File: src/rtl/rsort_pkg.sv
// rsort_pkg: shared types, constants and key compare for the record sorter
`default_nettype none
package rsort_pkg;
    localparam int MAX_RECORDS_DEF = 32;
    localparam int NAME_BYTES_DEF  = 40;
    localparam int NAME_WORDS      = 5;
    localparam int ID_W            = 24;
    localparam int PROG_W          = 14;
    localparam int SCORE_W         = 32;
    localparam int WORD_W          = 64;
    localparam int NAME_B          = NAME_WORDS * 8;

    typedef struct packed {
        logic [ID_W-1:0]                    id;
        logic [NAME_WORDS-1:0][WORD_W-1:0]  name;
        logic [PROG_W-1:0]                  prog;
        logic [SCORE_W-1:0]                 score;
    } rec_t;

    typedef struct packed {
        logic wr_en;
        logic rd_en;
        logic mark_emit;
        logic clear_emit;
    } cmd_t;

    // bytes kept in name word w for a name length of nb bytes
    function automatic logic [WORD_W-1:0] keep_mask(input int w, input int nb);
        logic [WORD_W-1:0] m;
        int                v;
        v = nb - w * 8;
        m = '0;
        for (int b = 0; b < 8; b++) begin
            if (b < v) begin
                m[WORD_W-1-8*b -: 8] = 8'hFF;
            end
        end
        return m;
    endfunction

    function automatic logic [7:0] name_byte(input rec_t r, input int k);
        return r.name[NAME_WORDS-1-(k/8)][WORD_W-1-8*(k%8) -: 8];
    endfunction

    // true when record a must come after record b
    function automatic logic goes_after(input rec_t a, input rec_t b, input logic by_name);
        logic       dec;
        logic [7:0] x;
        logic [7:0] y;
        dec = (a.id > b.id);
        if (by_name) begin
            for (int k = NAME_B - 1; k >= 0; k--) begin
                x = name_byte(a, k);
                y = name_byte(b, k);
                if (x != y) begin
                    dec = (x > y);
                end else if (x == 8'h00) begin
                    dec = (a.id > b.id);
                end
            end
        end
        return dec;
    endfunction
endpackage
`default_nettype wire

File: src/rtl/rsort_ctrl.sv
// rsort_ctrl: sequencer for loading, selection scans and emitting
`default_nettype none
module rsort_ctrl #(
    parameter int MAX_RECORDS = 32
) (
    input  wire logic                           clk,
    input  wire logic                           rst_n,
    input  wire logic                           in_valid,
    input  wire logic                           in_last,
    output logic                                in_ready,
    output logic                                out_valid,
    input  wire logic                           out_ready,
    output logic                                out_last,
    output logic                                overflow,
    output rsort_pkg::cmd_t                     cmd,
    output logic [$clog2(MAX_RECORDS)-1:0]      wr_addr,
    output logic [$clog2(MAX_RECORDS)-1:0]      rd_addr
);
    import rsort_pkg::*;

    localparam int AW = $clog2(MAX_RECORDS);
    localparam int CW = $clog2(MAX_RECORDS + 1);

    typedef enum logic [3:0] {
        S_LOAD  = 4'b0001,
        S_SCAN  = 4'b0010,
        S_DRAIN = 4'b0100,
        S_EMIT  = 4'b1000
    } state_t;

    state_t          state_reg, state_next;
    logic [CW-1:0]   count_reg, count_next;
    logic            drop_reg, drop_next;
    logic [AW-1:0]   addr_reg, addr_next;
    logic [AW-1:0]   pos_reg, pos_next;
    logic            in_acc;
    logic            out_acc;
    logic            has_room;
    logic            scan_end;

    assign in_acc   = in_valid && in_ready;
    assign out_acc  = out_valid && out_ready;
    assign has_room = (count_reg < CW'(MAX_RECORDS));
    assign scan_end = ((CW'(addr_reg) + CW'(1)) == count_reg);

    assign in_ready  = (state_reg == S_LOAD);
    assign out_valid = (state_reg == S_EMIT);
    assign out_last  = ((CW'(pos_reg) + CW'(1)) == count_reg);
    assign overflow  = drop_reg;
    assign wr_addr   = count_reg[AW-1:0];
    assign rd_addr   = addr_reg;

    always_comb
    begin
        state_next     = state_reg;
        count_next     = count_reg;
        drop_next      = drop_reg;
        addr_next      = addr_reg;
        pos_next       = pos_reg;
        cmd            = '0;
        unique case (state_reg)
            S_LOAD:
            begin
                if (in_acc) begin
                    if (has_room) begin
                        cmd.wr_en  = 1'b1;
                        count_next = count_reg + CW'(1);
                    end else begin
                        drop_next = 1'b1;
                    end
                    if (in_last) begin
                        cmd.clear_emit = 1'b1;
                        addr_next      = '0;
                        pos_next       = '0;
                        state_next     = S_SCAN;
                    end
                end
            end
            S_SCAN:
            begin
                cmd.rd_en = 1'b1;
                if (scan_end) begin
                    state_next = S_DRAIN;
                end else begin
                    addr_next = addr_reg + AW'(1);
                end
            end
            S_DRAIN:
            begin
                state_next = S_EMIT;
            end
            S_EMIT:
            begin
                if (out_acc) begin
                    cmd.mark_emit = 1'b1;
                    addr_next     = '0;
                    if (out_last) begin
                        count_next = '0;
                        drop_next  = 1'b0;
                        state_next = S_LOAD;
                    end else begin
                        pos_next   = pos_reg + AW'(1);
                        state_next = S_SCAN;
                    end
                end
            end
            default:
            begin
                state_next = S_LOAD;
            end
        endcase
    end

    always_ff @(posedge clk or negedge rst_n)
    begin
        if (!rst_n) begin
            state_reg <= S_LOAD;
            count_reg <= '0;
            drop_reg  <= 1'b0;
            addr_reg  <= '0;
            pos_reg   <= '0;
        end else begin
            state_reg <= state_next;
            count_reg <= count_next;
            drop_reg  <= drop_next;
            addr_reg  <= addr_next;
            pos_reg   <= pos_next;
        end
    end
endmodule
`default_nettype wire

File: config.mk
export PLATFORM = sky130hd
export DESIGN_NAME = rsort_ctrl
export DESIGN_NICKNAME = d
export VERILOG_FILES = /design/src/rtl/rsort_pkg.sv /design/src/rtl/rsort_ctrl.sv
export SDC_FILE = /design/constraint.sdc
export NUM_CORES = 1
export LEC_CHECK = 0
export BUFFER_PORTS_ARGS = -buffer_cell sky130_fd_sc_hd__buf_2
export CAP_MARGIN = 15
export CORE_ASPECT_RATIO = 1.5
export CORE_MARGIN = 4
export CORE_UTILIZATION = 40
export DETAILED_ROUTE_END_ITERATION = 10
export PLACE_DENSITY_LB_ADDON = 0.2
export REMOVE_ABC_BUFFERS = 1
export SYNTH_ARGS = -nofsm -noshare
export SYNTH_HDL_FRONTEND = slang
export SYNTH_SLANG_ARGS = --single-unit
File: constraint.sdc
create_clock -name clk -period 5.5 [get_ports clk]
set_clock_uncertainty 0.15 [all_clocks]
set_input_delay 0.825 -clock clk [delete_from_list [all_inputs] [get_ports clk]]
set_output_delay 0.825 -clock clk [all_outputs]
set_load 0.02 [all_outputs]
==> flow_summary.yaml <==
synth:
  ys_ff_latch: 21
  synthCells: 159
  yosys.cell_count.top_type: "dfrtp_1"
  synth_area_leaders: "dfrtp_1, xnor2_1, nand2_1"
  synth_top_area_share_pct: 35.1
  yosys_warnings: 0
  synth-edff-count: 0
  yosys-top-cells-count: "dfrtp_1, nand2_1, nor2_1"
  synth_top_area_cell: "dfrtp_1"
  ys_seq_area_share_pct: 37.0
  synth.distinct_cells: 49
  synth_area_per_cell_um2: 8.96
  synth-async-reset-ratio_pct: 100
  synth_ff_type: "dfrtp_1"
  synth_area_um2: 1430
power_and_ir_drop:
  p_comb_share_pct: 46.5
  power.density_nw_per_um2: 418
  pwr-share-seq_pct: 38.4
  switching_share_pct: 45.7
  peakVddDrop_mv: 0.243
  p_int_mw: 0.358
  clkPwrFrac_pct: 15.1
  static-leakage-power_nw: 0.720
  p_sw_mw: 0.301
finish:
  final_area_um2: 1580
  diodes: 0
  nNetsFinal: 186
  drive_gt1_share_pct: 21.5
  final_cells: 219
  syn_to_final_growth_pct: 10.5
  fill_cells: 337
  post-route-util_pct: 46.1
  largest_reg_flops: 6
worst_hold_path:
  hold_class: "register to register"
  hp-start: "overflow"
  timing.hold.worst_path_depth: 2
  min_to: "overflow"
flow_run:
  max_cap_violations: 0
floorplan:
  initial_core_util_pct: 41.7
  core_um2: 3420
  die_y_um: 81.1
  die_x_um: 56.7
  pin_count: 23
  die_area_um2: 4600
  core.rowCount: 26
clock_network:
  cts_resized: 0
  root_buffer: "clkbuf_8"
  cts_buffers: 3
  cts-htree-levels: 1
  hold_buffers: 0
  clock_latency_ns: 0.25
  cts.sinks: 21
  clk_pin_slew_ns: 0.08
  clock_path_buffers: 2
  cts_setup_buffers: 0
  tritoncts: "built"
setup_path:
  path_max_fanout: 6
  path_delay_family: "compound AO/OA/AOI/OAI gates"
  cp_cell_sequence: "ha_1, nand2b_1, nand3_1, a31oi_1, nor2_1, buf_2"
  r2r_end: "pos_reg[4]"
  crit_path_end_kind: "output port"
  crit_buf_inv: 1
  cp_data_required_time_ns: 4.53
  r2r_cells: 7
  crit_slowest_cell: "a31oi_1"
  worstPathArrival_ns: 2.09
  cp-startpoint: "pos_reg[0]"
  critPathKind: "register to output port"
  worstSetupStartpointType: "register"
  worstReg2RegStart: "pos_reg[0]"
  cpPeakStageDelay_ns: 0.47
  rrSetupSlack_ns: 3.19
timing:
  fin_crit_ns: 3.06
  fin_crit_sh_pct: 55.7
  holdWs_ns: 0.368
  worst_slew_pin_slew_ns: 0.555
  fin_setup_tns_ns: 0
  slew_viol_final: 0
  setup_viol: 0
  rsz0062_at_grt: "false"
  finalHoldViolCount: 0
  relSlewSlack_pct: 62.8
  max_freq_ghz: 0.327
route:
  drt_iter0_drc: 36
  post-route-drc-count: 0
  antenna_left: 0
  firstDrtPassIters: 4
  wl_per_cell_um: 15.5
  num_vias: 1197
  wirelength_um: 3400
  viasPerCell: 5.47
global_routing:
  grt_first_pass_wirelength_um: 5850
  grt_max_degree: 22
  antenna_found_initial: 0
  grt_overflow_total: 0
  grt_pass1_vias: 1171
  grt_use_total_pct: 16.2
placed_design:
  numPortBuffers: 22
  place_hpwl_um: 2570
  dpl.cell_count: 215
  place_area_um2: 1530
  place_congestion: 0.880
run_status:
  outcome: "complete, no violations"
==> stage by stage <==
step	setup WS [ns]	total power [mW]
2_1_floorplan	2.91	0.468
3_3_place_gp	2.82	0.556
3_5_place_dp	2.77	0.565
4_1_cts	2.47	0.668
5_1_grt	2.24	0.714
6_report	2.44	0.658
==> layout by cell type (no fill, tap or decap), types with 3 or more instances in the layout <==
cell type / n
a21oi_1: 3
a22o_1: 3
inv_1: 7
xnor2_1: 9
nor2_1: 13
o21ai_0: 11
nand3_1: 12
buf_2: 22
or3_1: 3
nand2_1: 18
dfrtp_1: 20
ha_1: 3
nand2b_1: 3
o211ai_1: 3
or4_1: 3
clkbuf_8: 3
nor3_1: 4
==> worst max-delay path by stage <==
stage                     endpoint  slack (ns)  cells past startpoint
after floorplan           out_last        2.91                      5
after global placement    out_last        2.82                      6
after detailed placement  out_last        2.77                      6
after CTS                 out_last        2.47                      6
after global routing      out_last        2.24                      6
final                     out_last        2.44                      6
==> final cells by class <==
| cell class | count | area (um2) | share of cell area (%) |
|---|---|---|---|
| timing repair buffer | 22 | 110 | 6.99 |
| sequential | 21 | 527 | 33.4 |
| inverter | 8 | 30.0 | 1.91 |
| tap | 42 | 52.6 | 3.34 |
| multi-input combinational | 122 | 811 | 51.5 |
| clock buffer | 4 | 45.0 | 2.86 |
==> worst min-delay path, stage by stage, from the launching register on <==
cell,delay [ns]
dfrtp_1,0.35
a41oi_1,0.04
nor2_1,0.09
==> power by group through the flow <==
| stage | Combinational, mW | Clock [mW] | Sequential (mW) |
|---|---|---|---|
| 4_1_cts | 0.309 | 0.104 | 0.254 |
| 6_report | 0.306 | 0.0997 | 0.253 |
| 3_5_place_dp | 0.309 | 0 | 0.256 |
| 3_3_place_gp | 0.302 | 0 | 0.254 |
| 2_1_floorplan | 0.200 | 0 | 0.268 |
| 5_1_grt | 0.340 | 0.112 | 0.262 |
==> cell families (layout without fill, tap and decap cells) <==
logic type / after synthesis / in the layout / share of synthesized area (%)
adder cells (fa/ha/maj): 3 / 3 / 2.63
AO/OA/AOI/OAI: 33 / 33 / 16.6
buffers and inverters: 16 / 34 / 6.15
multiplexers: 2 / 2 / 1.49
AND/OR/NAND/NOR: 73 / 73 / 29.4
XOR/XNOR: 11 / 11 / 6.76
flip-flops: 21 / 21 / 37.0
==> layer usage <==
layer | GRT usage (%) | up-vias | wire length, um
li1 | - | 607 | -
met1 | 19.8 | 561 | 1480
met2 | 28.6 | 23 | 1730
met3 | 2.23 | 6 | 112
met4 | 6.26 | 0 | 73
met5 | 0 | - | 0
(Power assumes the default switching activity.)
